## src/rtl/wsd_pkg.sv

```systemverilog
// Package for the WebSocket frame deframer.
// Holds the length width, opcode and kind codes, the parse phase type and the result struct.
// Depends on nothing; the parser, the output register and the top import it.
package wsd_pkg;

	localparam int LENGTH_WIDTH = 64;

	localparam logic [3:0] OP_TEXT  = 4'h1;
	localparam logic [3:0] OP_CLOSE = 4'h8;
	localparam logic [3:0] OP_PING  = 4'h9;

	localparam logic [7:0] OPCODE_MASK = 8'h0F;
	localparam logic [7:0] MASK_BIT    = 8'h80;
	localparam logic [7:0] LEN7_MASK   = 8'h7F;
	localparam logic [6:0] LEN7_EXT16  = 7'd126;
	localparam logic [6:0] LEN7_EXT64  = 7'd127;

	localparam logic [3:0] EXT16_BYTES = 4'd2;
	localparam logic [3:0] EXT64_BYTES = 4'd8;
	localparam logic [3:0] KEY_BYTES   = 4'd4;

	typedef logic [LENGTH_WIDTH-1:0] len_t;

	typedef enum logic [1:0] {
		KIND_TEXT  = 2'd0,
		KIND_PING  = 2'd1,
		KIND_CLOSE = 2'd2,
		KIND_OTHER = 2'd3
	} kind_t;

	typedef enum logic [5:0] {
		PH_HDR0    = 6'b000001,
		PH_HDR1    = 6'b000010,
		PH_EXT     = 6'b000100,
		PH_MASK    = 6'b001000,
		PH_PAYLOAD = 6'b010000,
		PH_CLOSED  = 6'b100000
	} phase_t;

	typedef struct packed {
		logic [7:0] payload_byte;
		kind_t      frame_kind;
		logic       byte_present;
		logic       last_in_frame;
	} result_t;

	typedef struct packed {
		logic    valid;
		result_t res;
	} result_beat_t;

	function automatic kind_t kind_of(input logic [3:0] opcode);
		kind_t k;
		case (opcode)
			OP_TEXT:  k = KIND_TEXT;
			OP_PING:  k = KIND_PING;
			OP_CLOSE: k = KIND_CLOSE;
			default:  k = KIND_OTHER;
		endcase
		return k;
	endfunction

endpackage

```

## src/rtl/wsd_in_if.sv

```systemverilog
// Byte stream channel into the deframer: valid, ready and one data byte per beat.
// Depends on nothing.
interface wsd_in_if;
	logic       valid;
	logic       ready;
	logic [7:0] data_byte;

	modport source (output valid, output data_byte, input ready);
	modport sink (input valid, input data_byte, output ready);
endinterface

```

## src/rtl/wsd_out_if.sv

```systemverilog
// Result channel out of the deframer: valid, ready and one unmasked payload result per beat.
// Depends on nothing.
interface wsd_out_if;
	logic       valid;
	logic       ready;
	logic [7:0] payload_byte;
	logic [1:0] frame_kind;
	logic       byte_present;
	logic       last_in_frame;

	modport source (output valid, output payload_byte, output frame_kind,
		output byte_present, output last_in_frame, input ready);
	modport sink (input valid, input payload_byte, input frame_kind,
		input byte_present, input last_in_frame, output ready);
endinterface

```

## src/rtl/wsd_parser.sv

```systemverilog
// Frame parser: header, extended length and mask key decode, payload unmasking.
// Updates its state on each accepted byte and produces at most one result beat.
// Depends on wsd_pkg.
module wsd_parser
	import wsd_pkg::*;
(
	input  logic         clk,
	input  logic         arst_n,
	input  logic         take,
	input  logic [7:0]   data_byte,
	output result_beat_t beat
);

	phase_t      phase_q, phase_d;
	logic [3:0]  opcode_q, opcode_d;
	logic        mask_q, mask_d;
	len_t        len_q, len_d;
	logic        ovf_q, ovf_d;
	logic [3:0]  left_q, left_d;
	logic [31:0] key_q, key_d;
	logic [1:0]  idx_q, idx_d;

	logic [6:0]  len7;
	len_t        len_shift;
	len_t        len_new;
	logic        ovf_new;
	logic        go_payload;
	logic [7:0]  key_byte;
	kind_t       kind;
	phase_t      end_phase;

	assign len7      = 7'(data_byte & LEN7_MASK);
	assign len_shift = {len_q[LENGTH_WIDTH-9:0], data_byte};
	assign ovf_new   = ovf_q | (len_q[LENGTH_WIDTH-1:LENGTH_WIDTH-8] != '0);
	assign key_byte  = key_q[{~idx_q, 3'b000} +: 8];
	assign kind      = kind_of(opcode_q);
	assign end_phase = (opcode_q == OP_CLOSE) ? PH_CLOSED : PH_HDR0;

	always_comb begin
		phase_d    = phase_q;
		opcode_d   = opcode_q;
		mask_d     = mask_q;
		len_d      = len_q;
		ovf_d      = ovf_q;
		left_d     = left_q;
		key_d      = key_q;
		idx_d      = idx_q;
		len_new    = len_q;
		go_payload = 1'b0;
		beat       = '0;
		beat.res.frame_kind = kind;

		case (phase_q)
			PH_HDR0: begin
				opcode_d = 4'(data_byte & OPCODE_MASK);
				phase_d  = PH_HDR1;
			end
			PH_HDR1: begin
				mask_d = (data_byte & MASK_BIT) != 8'h00;
				idx_d  = '0;
				key_d  = '0;
				ovf_d  = 1'b0;
				len_d  = '0;
				if (len7 == LEN7_EXT16) begin
					left_d  = EXT16_BYTES;
					phase_d = PH_EXT;
				end else if (len7 == LEN7_EXT64) begin
					left_d  = EXT64_BYTES;
					phase_d = PH_EXT;
				end else begin
					len_new = LENGTH_WIDTH'(len7);
					len_d   = len_new;
					if (mask_d) begin
						left_d  = KEY_BYTES;
						phase_d = PH_MASK;
					end else begin
						go_payload = 1'b1;
					end
				end
			end
			PH_EXT: begin
				len_d  = len_shift;
				ovf_d  = ovf_new;
				left_d = left_q - 4'd1;
				if (left_q == 4'd1) begin
					len_new = ovf_new ? '1 : len_shift;
					len_d   = len_new;
					if (mask_q) begin
						left_d  = KEY_BYTES;
						phase_d = PH_MASK;
					end else begin
						go_payload = 1'b1;
					end
				end
			end
			PH_MASK: begin
				key_d  = {key_q[23:0], data_byte};
				left_d = left_q - 4'd1;
				if (left_q == 4'd1) begin
					go_payload = 1'b1;
				end
			end
			PH_PAYLOAD: begin
				idx_d = idx_q + 2'd1;
				len_d = (len_q == '0) ? '0 : len_q - len_t'(1);
				beat.valid             = 1'b1;
				beat.res.payload_byte  = data_byte ^ (mask_q ? key_byte : 8'h00);
				beat.res.byte_present  = 1'b1;
				beat.res.last_in_frame = (len_q <= len_t'(1));
				if (len_q <= len_t'(1)) begin
					phase_d = end_phase;
				end
			end
			default: begin
				phase_d = phase_q;
			end
		endcase

		if (go_payload) begin
			if (len_new == '0) begin
				beat.valid             = 1'b1;
				beat.res.last_in_frame = 1'b1;
				phase_d                = end_phase;
			end else begin
				phase_d = PH_PAYLOAD;
			end
		end

		if (!take) begin
			beat.valid = 1'b0;
		end
	end

	always_ff @(posedge clk or negedge arst_n) begin
		if (!arst_n) begin
			phase_q  <= PH_HDR0;
			opcode_q <= '0;
			mask_q   <= 1'b0;
			len_q    <= '0;
			ovf_q    <= 1'b0;
			left_q   <= '0;
			key_q    <= '0;
			idx_q    <= '0;
		end else if (take) begin
			phase_q  <= phase_d;
			opcode_q <= opcode_d;
			mask_q   <= mask_d;
			len_q    <= len_d;
			ovf_q    <= ovf_d;
			left_q   <= left_d;
			key_q    <= key_d;
			idx_q    <= idx_d;
		end
	end

endmodule

```

## src/rtl/wsd_out_reg.sv

```systemverilog
// Output register with a one-entry skid stage for the result channel.
// Decouples the parser's input ready from the downstream ready.
// Depends on wsd_pkg and wsd_out_if.
module wsd_out_reg
	import wsd_pkg::*;
(
	input  logic          clk,
	input  logic          arst_n,
	input  result_beat_t  beat,
	output logic          room,
	wsd_out_if.source     tx
);

	result_t out_q, skid_q;
	logic    out_v_q, skid_v_q;
	logic    pop;

	assign pop  = out_v_q && tx.ready;
	assign room = !skid_v_q;

	assign tx.valid         = out_v_q;
	assign tx.payload_byte  = out_q.payload_byte;
	assign tx.frame_kind    = out_q.frame_kind;
	assign tx.byte_present  = out_q.byte_present;
	assign tx.last_in_frame = out_q.last_in_frame;

	always_ff @(posedge clk or negedge arst_n) begin
		if (!arst_n) begin
			out_v_q  <= 1'b0;
			skid_v_q <= 1'b0;
		end else if (skid_v_q) begin
			if (pop) begin
				skid_v_q <= 1'b0;
			end
		end else if (beat.valid) begin
			if (!out_v_q || pop) begin
				out_v_q <= 1'b1;
			end else begin
				skid_v_q <= 1'b1;
			end
		end else if (pop) begin
			out_v_q <= 1'b0;
		end
	end

	always_ff @(posedge clk) begin
		if (skid_v_q) begin
			if (pop) begin
				out_q <= skid_q;
			end
		end else if (beat.valid) begin
			if (!out_v_q || pop) begin
				out_q <= beat.res;
			end else begin
				skid_q <= beat.res;
			end
		end
	end

endmodule

```

## src/rtl/websocket_frame_deframer_top.sv

```systemverilog
// Top level of the WebSocket frame deframer: parser plus skid-buffered output register.
// Depends on wsd_pkg, wsd_in_if, wsd_out_if, wsd_parser and wsd_out_reg.
//
//   channel  dir  beat payload
//   rx       in   data_byte[7:0]
//   tx       out  payload_byte[7:0], frame_kind[1:0], byte_present, last_in_frame
//
// One byte per cycle while the skid stage is empty; each result is registered in the output register or skid stage.
// The parse state updates on each accepted byte; the single-entry skid stage sets
// how far a stalled tx lets rx run ahead (one extra result).
// arst_n clears the parser to await the first header byte and empties the output.
// After a close frame ends, bytes are taken and dropped until reset.
module websocket_frame_deframer_top
	import wsd_pkg::*;
(
	input  logic      clk,
	input  logic      arst_n,
	wsd_in_if.sink    rx,
	wsd_out_if.source tx
);

	result_beat_t beat;
	logic         room;
	logic         take;

	assign rx.ready = room;
	assign take     = rx.valid && room;

	wsd_parser u_parser (
		.clk       (clk),
		.arst_n    (arst_n),
		.take      (take),
		.data_byte (rx.data_byte),
		.beat      (beat)
	);

	wsd_out_reg u_out_reg (
		.clk    (clk),
		.arst_n (arst_n),
		.beat   (beat),
		.room   (room),
		.tx     (tx)
	);

endmodule
```

## src/flat_wrapper.sv

```systemverilog
// flat-port wrapper written by rule: the top's interface ports become plain ports
module websocket_frame_deframer_top_flat import wsd_pkg::*;
  (clk, arst_n, rx_valid, rx_data_byte, rx_ready, tx_valid, tx_payload_byte, tx_frame_kind, tx_byte_present, tx_last_in_frame, tx_ready);
  wsd_in_if rx_i ();
  wsd_out_if tx_i ();
  input  logic clk;
  input  logic arst_n;
  input wire logic [$bits(rx_i.valid)-1:0] rx_valid;
  input wire logic [$bits(rx_i.data_byte)-1:0] rx_data_byte;
  output wire logic [$bits(rx_i.ready)-1:0] rx_ready;
  output wire logic [$bits(tx_i.valid)-1:0] tx_valid;
  output wire logic [$bits(tx_i.payload_byte)-1:0] tx_payload_byte;
  output wire logic [$bits(tx_i.frame_kind)-1:0] tx_frame_kind;
  output wire logic [$bits(tx_i.byte_present)-1:0] tx_byte_present;
  output wire logic [$bits(tx_i.last_in_frame)-1:0] tx_last_in_frame;
  input wire logic [$bits(tx_i.ready)-1:0] tx_ready;
  assign rx_i.valid = rx_valid;
  assign rx_i.data_byte = rx_data_byte;
  assign rx_ready = rx_i.ready;
  assign tx_valid = tx_i.valid;
  assign tx_payload_byte = tx_i.payload_byte;
  assign tx_frame_kind = tx_i.frame_kind;
  assign tx_byte_present = tx_i.byte_present;
  assign tx_last_in_frame = tx_i.last_in_frame;
  assign tx_i.ready = tx_ready;
  websocket_frame_deframer_top u_core (.clk(clk), .arst_n(arst_n), .rx(rx_i), .tx(tx_i));
endmodule
```

## config.mk

```make
export PLATFORM = sky130hd
export DESIGN_NAME = websocket_frame_deframer_top_flat
export DESIGN_NICKNAME = d
export VERILOG_FILES = /design/src/rtl/wsd_pkg.sv /design/src/rtl/wsd_in_if.sv /design/src/rtl/wsd_out_if.sv /design/src/rtl/wsd_parser.sv /design/src/rtl/wsd_out_reg.sv /design/src/rtl/websocket_frame_deframer_top.sv /design/src/flat_wrapper.sv
export SDC_FILE = /design/constraint.sdc
export NUM_CORES = 1
export LEC_CHECK = 0
export BUFFER_PORTS_ARGS = -buffer_cell sky130_fd_sc_hd__buf_2
export CORE_AREA = 2 2 105 148
export DETAILED_ROUTE_END_ITERATION = 10
export DIE_AREA = 0 0 107 150
export PLACE_DENSITY_LB_ADDON = 0.1
export SLEW_MARGIN = 10
export SYNTH_ARGS = -nofsm -noshare
export SYNTH_HDL_FRONTEND = slang
export SYNTH_HIERARCHICAL = 1
export SYNTH_SLANG_ARGS = --single-unit
```

## constraint.sdc

```tcl
create_clock -name clk -period 4.4 [get_ports clk]
set_input_delay 0.22 -clock clk [delete_from_list [all_inputs] [get_ports clk]]
set_output_delay 0.22 -clock clk [all_outputs]
set_load 0.03 [all_outputs]
```

## After elaboration in Yosys (flattened, before gate mapping)

Cells that the tools add are included.
W data, S select, Z words.

- Eq/ne operators: 18
- Add/sub/neg operators: 3
- Shift operators: 1
- Bitwise logic cells: 5
- Mux-type cells: 56
- Order comparisons: 1
- Reductions and logical operators: 28

Operators by type and width:

| operator | count |
|---|---|
| $mux W64 | 6 |
| $pmux W64 S3 | 1 |
| $logic_not A64 Y1 | 2 |
| $pmux W64 S2 | 1 |
| $le A64 B1 Y1 const B | 1 |
| $pmux W32 S2 | 1 |
| $sub A64 B1 Y64 const B | 1 |
| $mux W6 | 9 |
| $mux W12 | 4 |
| $shiftx A32 B6 Y8 | 1 |
| $pmux W6 S4 | 1 |
| $mux W4 | 5 |
| $mux W1 | 18 |
| $eq A7 B7 Y1 const B | 2 |
| $mux W7 | 2 |
| $pmux W4 S3 | 1 |
| $reduce_and A2 Y1 | 6 |
| $reduce_and A3 Y1 | 4 |
| $reduce_bool A2 Y1 | 6 |
| $mux W9 | 1 |
| $ne A3 B3 Y1 const B | 3 |
| $eq A4 B1 Y1 const B | 2 |
| $eq A4 B4 Y1 const B | 2 |
| $mux W8 | 1 |
| 27 further kinds | 31 |

- Bits of input ports: 12
- Register bits: 140

## Logic depth before layout (Yosys ltp)

Gate-level depths: netlist of run 1.

- Word-level depth: 11
- Depth in mapped cells: 14

## Hierarchy

Netlist of run 1, hierarchy kept.

Modules (own cells, without submodules):

| module | cells an instance | sequential area each (um^2) | area each (um^2) | times used |
|---|---|---|---|---|
| wsd_parser | 910 | 2854.0 | 7524.7 | 1 |
| wsd_out_reg | 49 | 770.7 | 1014.7 | 1 |
| websocket_frame_deframer_top | 1 | 0.0 | 6.3 | 1 |

## Worst setup path after synthesis of run 1

No wires, ideal clock.

- Path kind: register to register
- From: reg u_core.u_parser.len_q[56]
- To: reg u_core.u_out_reg.out_q, in the netlist u_core/u_out_reg/tx.byte_present (enable)
- Data arrival time: 3483 ps
- Path slack: 564 ps
- Period minus slack after synthesis: 3836 ps
- Data required time: 4047 ps
- Buffers on the path: 1
- Cell stages (with the launch flop): 11
- Cells stage by stage: dfrtp_1 > clkbuf_1 > nor4_1 > nand4_1 > or3_1 > a31oi_1 > or4b_2 > o31ai_1 > a21oi_1 > nor2b_1 > o22a_1

RTL lines:

| element | line | text |
|---|---|---|
| from (decl) | wsd_parser.sv:17 | `len_t len_q, len_d;` |
| from (signal assigned) | wsd_parser.sv:148 | `len_q <= len_d;` |
| to (signal assigned) | wsd_out_reg.sv:49 | `out_q <= skid_q;` |
| to (signal assigned) | wsd_out_reg.sv:53 | `out_q <= beat.res;` |
| to (decl) | wsd_out_reg.sv:14 | `result_t out_q, skid_q;` |

==> results.json, run 1 <==
{
  "path_cells": "or4_4, or4b_4, or2_0, or4_4, a221oi_1, and2_1, a21oi_1, nor2b_1, and4bb_4",
  "wl_per_cell_um": 23.98,
  "track_usage_pct": 35.89,
  "end_kind": "flip-flop",
  "htreeDepth": 4,
  "cts_buffers": 17,
  "syn_inst": 960,
  "clk_latency_ps": 430,
  "fin_cells": 1165,
  "whs_path_depth": 3,
  "antenna_found_initial": 0,
  "clockBufferDepth": 2,
  "r2r_cells": 9,
  "die-area_um2": 16050,
  "worst_slew_pin_slew_ps": 1096,
  "rsz0062_at_grt": "no",
  "start_util_pct": 57.79,
  "hold_viol": 0,
  "tns_ps": 0,
  "synth.distinct_cells": 70,
  "drive_above_1_share_pct": 14.70,
  "min_period_ps": 4206,
  "firstDrtPassIters": 6,
  "diodes": 0,
  "io_buffers": 25,
  "r2r_slack_ps": 190,
  "fill_cells": 1231,
  "viasPerCell": 7.098,
  "cts_sinks": 140,
  "worstHoldStart": "tx_ready",
  "antenna_left": 0,
  "grt_remaining_overflow": 0,
  "synth_top_area_share_pct": 33.67,
  "crit_path_frequent_cell": "or4_4",
  "worst-path-buf-inv": 0,
  "syn_nets": 977,
  "post_synth.cell_area_avg_um2": 8.902,
  "critPathTopFamily": "simple AND/OR/NAND/NOR gates",
  "grt_pass1_vias": 8112,
  "rows": 53,
  "worstPathArrival_ps": 4310,
  "syn_to_final_growth_pct": 11.13,
  "critPathRequiredTime_ps": 4510,
  "dpl.hpwl_mm": 19.01,
  "cap_violations": 0,
  "fin_nets": 977,
  "grt_first_pass_wirelength_mm": 44.26,
  "cts.clk_slew.worst_paths_ps": 70,
  "r2r-end": "u_core/u_out_reg/skid_q[6]",
  "hold_class": "in -> reg",
  "yosysSeqAreaShare_pct": 42.42,
  "crit_path_start_kind": "flip-flop",
  "place_congestion": 0.9559,
  "final_max_slew_viol_count": 0,
  "slew_headroom_pct": 26.93,
  "fmax_mhz": 237.8,
  "critPathSlowestCell": "or4_4",
  "syn_area_um2": 8546,
  "grt_max_degree": 60,
  "r2r-start": "u_core/u_parser/len_q[23]",
  "synth_common_cells": "145 x o21ai_0, 115 x dfrtp_1, 97 x nor2_1",
  "post-route-drc-count": 0,
  "vias": 8269,
  "drt_wl_total_mm": 27.94,
  "vdd.ir_drop.worst_mv": 0.1997,
  "path_class": "reg -> reg",
  "drtIter0Drc": 865,
  "place_inst": 1132,
  "synth-main-ff-cell": "dfrtp_1",
  "cts_tree": "built",
  "cts-root-buf": "clkbuf_16",
  "setup_viol": 0,
  "die_h_um": 150,
  "timing.final.crit_share_pct": 95.58,
  "finish.utilization_pct": 64.22,
  "die_x_um": 107,
  "async_flop_share_pct": 82.86,
  "fin_skew_ps": 14.21,
  "synth_warnings": 6,
  "synth.largest_area_cell": "dfrtp_1",
  "power_density_nw_per_um2": 293.0,
  "coreArea_um2": 14790,
  "pin_count": 26,
  "crit_fanout": 12,
  "yosysMostFrequentCell": "o21ai_0",
  "cts_setup_buffers": 0,
  "hold_end": "u_core/u_out_reg/tx.valid",
  "status": "finished clean",
  "cellLeakagePower_nw": 3.858,
  "synth_seq_cells": 140,
  "ys_top_cells_by_area": "dfrtp_1 34%, o21ai_0 8.5%, edfxtp_1 8.4%, a22o_1 5.8%, nor2_1 4.3%",
  "synth_edf_count": 24,
  "slowest_delay_ps": 600
}
-- per-layer routing --
layer | part of all wire (%) | vias to the layer above | track usage, %
met1 | 37 | 3983 | 41.94
met3 | 8.0 | 122 | 7.099
li1 | - | 3652 | -
met2 | 49 | 512 | 60.48
met4 | 6.2 | 0 | 22.01
met5 | 0 | - | 0
-- worst register-to-register path, stage by stage, from the launching register on --
cell and delay [ps]:
dfrtp_1 460, or4_4 590, or4b_4 530, or2_0 240, or4_4 600, a221oi_1 340
and2_1 200, a21oi_1 130, nor2b_1 360, and4bb_4 440
-- worst max-delay path by stage --
| stage | cells after the start | end | slack (ps) | startpoint |
|---|---|---|---|---|
| floorplan | 10 | u_core/u_out_reg/tx.byte_present | 560 | u_core/u_parser/len_q[56] |
| global placement | 9 | u_core/u_out_reg/tx.payload_byte[2] | 320 | u_core/u_parser/len_q[23] |
| detailed placement | 9 | u_core/u_out_reg/tx.payload_byte[3] | 150 | u_core/u_parser/len_q[23] |
| CTS | 9 | u_core/u_out_reg/tx.payload_byte[3] | 90 | u_core/u_parser/len_q[23] |
| global route | 9 | u_core/u_out_reg/skid_q[6] | 40 | u_core/u_parser/len_q[22] |
| finish | 9 | u_core/u_out_reg/skid_q[6] | 190 | u_core/u_parser/len_q[23] |
-- placed cells by master, fill, tap and decap left out, types with 13 or more instances in the layout --
cell       netlist  routed
or4_1           15      15
edfxtp_1        24      24
inv_1           17      17
nor2_1          97      96
o21ai_0        145     144
buf_4            0      34
clkbuf_16        0      18
buf_2            2      24
a31oi_1         13      13
nand2_1         55      54
nor4_1          26      26
dfrtp_1        115     115
nor3_1          42      42
a21oi_1         51      50
a22o_1          57      57
nand3_1         21      21
-- final cells by class --
| cell class | instances | area [um2] | area share (%) |
|---|---|---|---|
| flip-flops and latches | 140 | 3625 | 38.17 |
| multi-input cells | 722 | 4573 | 48.16 |
| clock buffers | 19 | 464.2 | 4.888 |
| well taps | 192 | 240.2 | 2.530 |
| inverters | 19 | 71.32 | 0.7510 |
| repair buffers | 60 | 405.4 | 4.269 |
| clock inverters | 13 | 117.6 | 1.238 |
-- report_power, final --
| part | total, mW | internal (mW) | switching, mW |
|---|---|---|---|
| combinational | 0.0550 | 0.0116 | 0.0434 |
| clock | 1.41 | 0.791 | 0.622 |
| sequential | 1.31 | 1.31 | 0 |
-- logic make-up (layout without fill, tap and decap cells) --
family | count (synthesis) | count (layout) | share of synthesized area (%)
AO/OA/AOI/OAI | 356 | 356 | 26.78
XOR/XNOR | 13 | 13 | 1.332
adder cells (fa/ha/maj) | 5 | 5 | 0.7321
buffers and inverters | 98 | 111 | 4.700
flip-flops | 140 | 140 | 42.42
multiplexers | 26 | 26 | 4.876
AND/OR/NAND/NOR | 322 | 322 | 19.17
-- through the flow --
step                instance area, um2  power, mW  hold slack, ps  worst slack [ps]
floorplan                         8546      1.353          -75.59             563.9
global placement                  8887      1.392           119.3             320.6
detailed placement                8887      1.393           131.2             149.0
CTS                               9479      2.797           160.2             85.99
global route                      9497      2.856           182.1             35.49
finish                            9497      2.783           174.5             194.4
-- state kept, by name, summed over array words and instances, names as in the netlist, 4 cells and up --
name,count
u_core/u_out_reg/skid_q,12
u_core/u_parser/phase_q,6
u_core/u_parser/len_q,64
u_core/u_parser/key_q,32
u_core/u_parser/left_q,4
u_core/u_parser/opcode_q,4
u_core/u_out_reg/tx.payload_byte,8
-- what timing repair did --
action	4_1_cts	5_1_grt
endpoints found under the setup margin	0	24
hold buffers	1	0
endpoints found under the hold margin	21	0
gates resized for setup	0	3
No activity file was read; power rests on OpenSTA's default activity.
==> run 2: changes to the inputs <==
--- a/config.mk
+++ b/config.mk
@@ -5,10 +5,10 @@
 export SDC_FILE = /design/constraint.sdc
 export NUM_CORES = 1
 export LEC_CHECK = 0
-export BUFFER_PORTS_ARGS = -buffer_cell sky130_fd_sc_hd__buf_2
 export CORE_AREA = 2 2 105 148
 export DETAILED_ROUTE_END_ITERATION = 10
 export DIE_AREA = 0 0 107 150
+export DONT_BUFFER_PORTS = 1
 export PLACE_DENSITY_LB_ADDON = 0.1
 export SLEW_MARGIN = 10
 export SYNTH_ARGS = -nofsm -noshare
==> run 2 against run 1 <==
Sequential cell count stayed put. Via count is 0.39% lower. Sequential power hardly changed. Critical path type unchanged. Utilization is 0.16 points lower. Global-route usage is 0.056 points higher. Sequential share of layout area is 0.096 points higher. Cell area is 0.25% lower. First-iteration DRC count is 19% higher. Power is 3.0% higher.
==> results.json, run 2 (synthesis results as in run 1) <==
{
  "postLayoutSetupSlackWorst_ps": 141.2,
  "critPathSlowestCell": "or4_4",
  "die_h_um": 150,
  "diodes": 0,
  "power_frac_comb_pct": 1.7,
  "path_cells": "or4_4, or4b_4, or2_0, or4_4, a221oi_1, and2_1, a21oi_1, nor2b_1, and4bb_4",
  "reg_top3": "u_core/u_parser/len_q (64), u_core/u_parser/key_q (32), u_core/u_out_reg/skid_q (12)",
  "drive_above_1_share_pct": 11.95,
  "r2r_slack_ps": 140,
  "worst-path-buf-inv": 0,
  "antenna_found_initial": 0,
  "grt_first_pass_wirelength_mm": 44.42,
  "coreArea_um2": 14790,
  "fin_nets": 958,
  "clockBufferDepth": 2,
  "power.internal_mw": 2.228,
  "multi_input_area_um2": 4568,
  "crit_path_frequent_cell": "or4_4",
  "power_density_nw_per_um2": 302.6,
  "finish.utilization_pct": 64.06,
  "path_class": "reg -> reg",
  "grt_max_degree": 117,
  "critPathTopFamily": "simple AND/OR/NAND/NOR gates",
  "p_switching_uw": 638.3,
  "final_common_cell": "o21ai_0",
  "worstHoldStart": "rx_data_byte[1]",
  "r2r-end": "u_core/u_out_reg/skid_q[9]",
  "worstPathArrival_ps": 4370,
  "setup_viol": 0,
  "top_register": "u_core/u_parser/len_q",
  "vias": 8237,
  "wl_per_cell_um": 24.59,
  "power_mw": 2.866,
  "antenna_left": 0,
  "grt_pass1_vias": 7976,
  "cellLeakagePower_nw": 3.803,
  "drtIter0Drc": 1032,
  "power.share.sequential_pct": 45.9,
  "slew_headroom_pct": 26.43,
  "r2r-start": "u_core/u_parser/len_q[22]",
  "fin_skew_ps": 7.348,
  "crit_fanout": 12,
  "r2r_cells": 9,
  "min_period_ps": 4259,
  "slowest_delay_ps": 600,
  "post-route-drc-count": 0,
  "drt_wl_total_mm": 28.19,
  "cap_violations": 0,
  "end_kind": "flip-flop",
  "pin_count": 26,
  "crit_path_start_kind": "flip-flop",
  "track_usage_pct": 35.95,
  "place_congestion": 0.9364,
  "cts_buffers": 17,
  "syn_to_final_growth_pct": 10.85,
  "cts.clk_slew.worst_paths_ps": 60,
  "pwr-share-clk_pct": 52.5,
  "mostFrequentLayoutCells": "144 x o21ai_0, 115 x dfrtp_1, 96 x nor2_1",
  "largest_reg_flops": 64,
  "fill_cells": 1204,
  "status": "finished clean",
  "hold_class": "in -> reg",
  "hold_viol": 0,
  "critPathRequiredTime_ps": 4510,
  "fmax_mhz": 234.8,
  "cts_sinks": 140,
  "htreeDepth": 4,
  "firstDrtPassIters": 5,
  "start_util_pct": 57.79,
  "grt_remaining_overflow": 0,
  "vdd.ir_drop.worst_mv": 0.2818,
  "cts_tree": "built",
  "timing.final.crit_share_pct": 96.79,
  "pre_cts_slack_ps": 102.4,
  "dpl.hpwl_mm": 18.68,
  "final_max_slew_viol_count": 0,
  "cts_setup_buffers": 0,
  "switching_share_pct": 22.27,
  "worst_slew_pin_slew_ps": 1103,
  "io_buffers": 0,
  "viasPerCell": 7.188,
  "final-seq-area_um2": 3625,
  "cts-root-buf": "clkbuf_16",
  "rows": 53,
  "die-area_um2": 16050,
  "clk_latency_ps": 430,
  "die_x_um": 107,
  "whs_path_depth": 2,
  "hold_end": "u_core/u_parser/len_q[1]"
}
-- run 2: cell types whose count changed in the layout (fill, tap and decap cells not counted), sizes merged --
cell         previous run  this run
buf                    59        32
bufinv                  0         2
clkbuf                 19        20
clkinv                  3         4
clkinvlp                3         2
dlygate4sd3             1         9
inv                    26        23
-- run 2: final cells by class --
cell class                 instances  share of cell area, %
sequential                       140                  38.26
inverter                          19                 0.7529
timing repair buffer              41                  3.698
tap                              192                  2.536
clock buffer                      20                  4.940
multi-input combinational        722                  48.22
clock inverter                    12                  1.585
-- run 2: timing repair --
item | in CTS | in global routing
hold buffers | 10 | 0
endpoints found under the hold margin | 130 | 0
setup endpoints to repair | 0 | 24
gates resized for setup | 0 | 2
-- run 2: how the worst max path moves through the flow --
stage	from	to	slack, ps	depth (start not counted)
CTS	u_core/u_parser/len_q[22]	u_core/u_out_reg/tx.payload_byte[2]	60	9
detailed placement	u_core/u_parser/len_q[22]	u_core/u_out_reg/tx.payload_byte[2]	100	9
global route	u_core/u_parser/left_q[1]	u_core/u_out_reg/skid_q[9]	-1	12
floorplan	u_core/u_parser/len_q[56]	u_core/u_out_reg/tx.byte_present	560	10
global placement	u_core/u_parser/len_q[23]	u_core/u_out_reg/tx.frame_kind[1]	250	9
finish	u_core/u_parser/len_q[22]	u_core/u_out_reg/skid_q[9]	140	9
-- run 2: stage by stage --
step | TNS, ps | cell area (um2) | hold slack [ps] | instances
detailed placement | 0 | 8725 | -72.84 | 1104
floorplan | 0 | 8546 | -75.59 | 960
global route | -1.624 | 9473 | 41.92 | 1146
CTS | 0 | 9460 | 9.631 | 1146
global placement | 0 | 8725 | -72.48 | 1104
finish | 0 | 9473 | 26.48 | 1146
-- run 2: routing by layer --
metal,vias to the layer above,share of wire (%),global-route usage (%)
met1,3997,37,43.33
li1,3611,-,-
met2,497,49,59.71
met3,132,7.2,6.882
met5,-,0,0
met4,0,6.2,21.10
-- run 2: power by group through the flow --
stage          sequential (mW)  combinational [mW]  clock, mW
6_report                  1.31              0.0481       1.50
5_1_grt                   1.31              0.0534       1.57
4_1_cts                   1.31              0.0486       1.51
3_5_place_dp              1.34              0.0131          0
3_3_place_gp              1.34              0.0125          0
2_1_floorplan             1.34              0.0143          0
==> run 3: changes to the inputs <==
--- a/config.mk
+++ b/config.mk
@@ -9,7 +9,7 @@
 export DETAILED_ROUTE_END_ITERATION = 10
 export DIE_AREA = 0 0 107 150
 export DONT_BUFFER_PORTS = 1
-export PLACE_DENSITY_LB_ADDON = 0.1
+export PLACE_DENSITY = 0.74
 export SLEW_MARGIN = 10
 export SYNTH_ARGS = -nofsm -noshare
 export SYNTH_HDL_FRONTEND = slang
==> constraint.sdc (replaced) <==
create_clock -name clk -period 4.4 [get_ports clk]
set_input_delay 0.88 -clock clk [delete_from_list [all_inputs] [get_ports clk]]
set_output_delay 0.88 -clock clk [all_outputs]
set_load 0.03 [all_outputs]
==> run 3 against run 2 <==
Die area is the same. Power shrank 5.7%. Clock power shrank 8%. Global-route usage shrank 1.2 points. Via count shrank 1.9%. Register-to-register slack gained 96 ps. Largest cell class unchanged. Largest power group unchanged. Highest routed layer unchanged.
==> results.json, run 3 (synthesis results as in run 1) <==
{
  "path_cells": "inv_1, ha_1, nor3b_4, nand4_1, or3_1, a31oi_1, or4b_2, o31ai_1, a21oi_1, nor2b_1, and4bb_4",
  "syn_to_final_growth_pct": 8.799,
  "worst_slew_pin_slew_ps": 1164,
  "largest_reg_flops": 64,
  "cellLeakagePower_nw": 3.704,
  "drtIter0Drc": 850,
  "fill_cells": 1264,
  "r2r_cells": 11,
  "start_util_pct": 57.79,
  "slew_headroom_pct": 22.39,
  "die-area_um2": 16050,
  "fmax_mhz": 240.2,
  "final_max_slew_viol_count": 0,
  "worst-path-buf-inv": 1,
  "multi_input_area_um2": 4574,
  "min_period_ps": 4163,
  "dpl-instance-area_um2": 8723,
  "antenna_left": 0,
  "rsz0062_at_grt": "no",
  "crit_fanout": 12,
  "pin_count": 26,
  "r2r-end": "u_core/u_out_reg/skid_q[7]",
  "power_density_nw_per_um2": 290.8,
  "dpl.hpwl_mm": 18.07,
  "diodes": 0,
  "track_usage_pct": 34.74,
  "end_kind": "flip-flop",
  "cts_setup_buffers": 0,
  "firstDrtPassIters": 6,
  "r2r-start": "u_core/u_parser/left_q[1]",
  "pre_cts_slack_ps": 127.8,
  "path_class": "reg -> reg",
  "timing.final.crit_share_pct": 94.62,
  "fin_nets": 946,
  "antenna_found_initial": 0,
  "wl_per_cell_um": 23.77,
  "power_frac_comb_pct": 0.5,
  "cts_buffers": 17,
  "fin_skew_ps": 9.421,
  "cts_sinks": 140,
  "viasPerCell": 7.128,
  "crit_path_start_kind": "flip-flop",
  "cts_tree": "built",
  "drt_wl_total_mm": 26.95,
  "final_common_cell": "o21ai_0",
  "grt_pass1_vias": 7758,
  "vias": 8083,
  "hold_class": "in -> async",
  "power.internal_mw": 2.061,
  "critPathSlowestCell": "or4b_2",
  "status": "finished clean",
  "clk_latency_ps": 440,
  "power.share.sequential_pct": 48.6,
  "grt_remaining_overflow": 0,
  "critPathTopFamily": "simple AND/OR/NAND/NOR gates",
  "post-route-drc-count": 0,
  "postLayoutSetupSlackWorst_ps": 236.8,
  "reg_top3": "u_core/u_parser/len_q (64), u_core/u_parser/key_q (32), u_core/u_out_reg/skid_q (12)",
  "rows": 53,
  "io_buffers": 0,
  "r2r_slack_ps": 240,
  "clockBufferDepth": 2,
  "cap_violations": 0,
  "vdd.ir_drop.worst_mv": 0.1793,
  "cts.clk_slew.worst_paths_ps": 70,
  "coreArea_um2": 14790,
  "drive_above_1_share_pct": 12.00,
  "grt_max_degree": 117,
  "die_x_um": 107,
  "pwr-share-clk_pct": 50.9,
  "critPathRequiredTime_ps": 4530,
  "top_register": "u_core/u_parser/len_q",
  "place_congestion": 0.9873,
  "die_h_um": 150,
  "mostFrequentLayoutCells": "144 x o21ai_0, 115 x dfrtp_1, 96 x nor2_1",
  "final-seq-area_um2": 3625,
  "htreeDepth": 4,
  "grt_first_pass_wirelength_mm": 42.94,
  "hold_viol": 0,
  "final_cell_area_um2": 9298,
  "slowest_delay_ps": 590,
  "setup_viol": 0,
  "cts-root-buf": "clkbuf_16",
  "tns_ps": 0,
  "switching_share_pct": 23.78,
  "p_switching_uw": 643.0,
  "worstPathArrival_ps": 4290
}
[run 3: changes by cell type in the layout (fill, tap and decap cells not counted), sizes merged]
cell / delta
inv: +3
clkbuf: -2
bufinv: -2
clkinvlp: +2
dlygate4sd3: -9
clkinv: -1
buf: -3
[run 3: worst reg2reg max path, cell delays in order, from the launching register on]
cell and delay [ps]:
dfrtp_1 390, inv_1 100, ha_1 170, nor3b_4 340, nand4_1 320, or3_1 380, a31oi_1 170, or4b_2 590
o31ai_1 410, a21oi_1 220, nor2b_1 330, and4bb_4 430
[run 3: how the worst max path moves through the flow]
stage,cells after the start,slack [ps],start,to
after global routing,11,10,u_core/u_parser/left_q[1],u_core/u_out_reg/skid_q[10]
after global placement,11,290,u_core/u_parser/left_q[1],u_core/u_out_reg/tx.payload_byte[4]
after CTS,11,80,u_core/u_parser/left_q[1],u_core/u_out_reg/tx.payload_byte[6]
final,11,240,u_core/u_parser/left_q[1],u_core/u_out_reg/skid_q[7]
after floorplan,10,560,u_core/u_parser/len_q[56],u_core/u_out_reg/tx.byte_present
after detailed placement,11,130,u_core/u_parser/left_q[1],u_core/u_out_reg/tx.payload_byte[4]
[run 3: power groups by stage]
stage,Sequential [mW],Combinational [mW],Clock (mW)
after floorplan,1.34,0.0143,0
after global placement,1.34,0.0124,0
after detailed placement,1.34,0.0127,0
after CTS,1.31,0.0128,1.39
after global routing,1.31,0.0144,1.44
final,1.31,0.0132,1.38
[run 3: final cells by class]
class	count	share of cell area, %
multi-input combinational	722	49.20
sequential	140	38.99
clock buffer	18	4.616
tap	192	2.584
timing repair buffer	29	2.476
clock inverter	14	1.373
inverter	19	0.7671
[run 3: stage by stage]
stage	hold WS (ps)	cells	power, mW	util [%]
final	132.5	1134	2.704	62.87
after global routing	117.5	1134	2.768	62.87
after CTS	122.8	1134	2.720	62.75
after detailed placement	477.6	1102	1.351	58.99
after global placement	478.4	1102	1.351	58.99
after floorplan	461.5	960	1.353	-
[run 3: routing by layer]
metal	vias to the layer above	part of all wire, %	track usage, %	routed length (um)
met5	-	0	0	0
met3	128	6.9	6.533	1851
met2	444	49	58.31	13300
met1	3925	38	41.40	10270
li1	3586	-	-	-
met4	0	5.7	20.39	1527
[run 3: repair_timing]
action                     4_1_cts  5_1_grt
setup endpoints to repair        0       24
hold buffers                     0        0
resized for setup                0        4
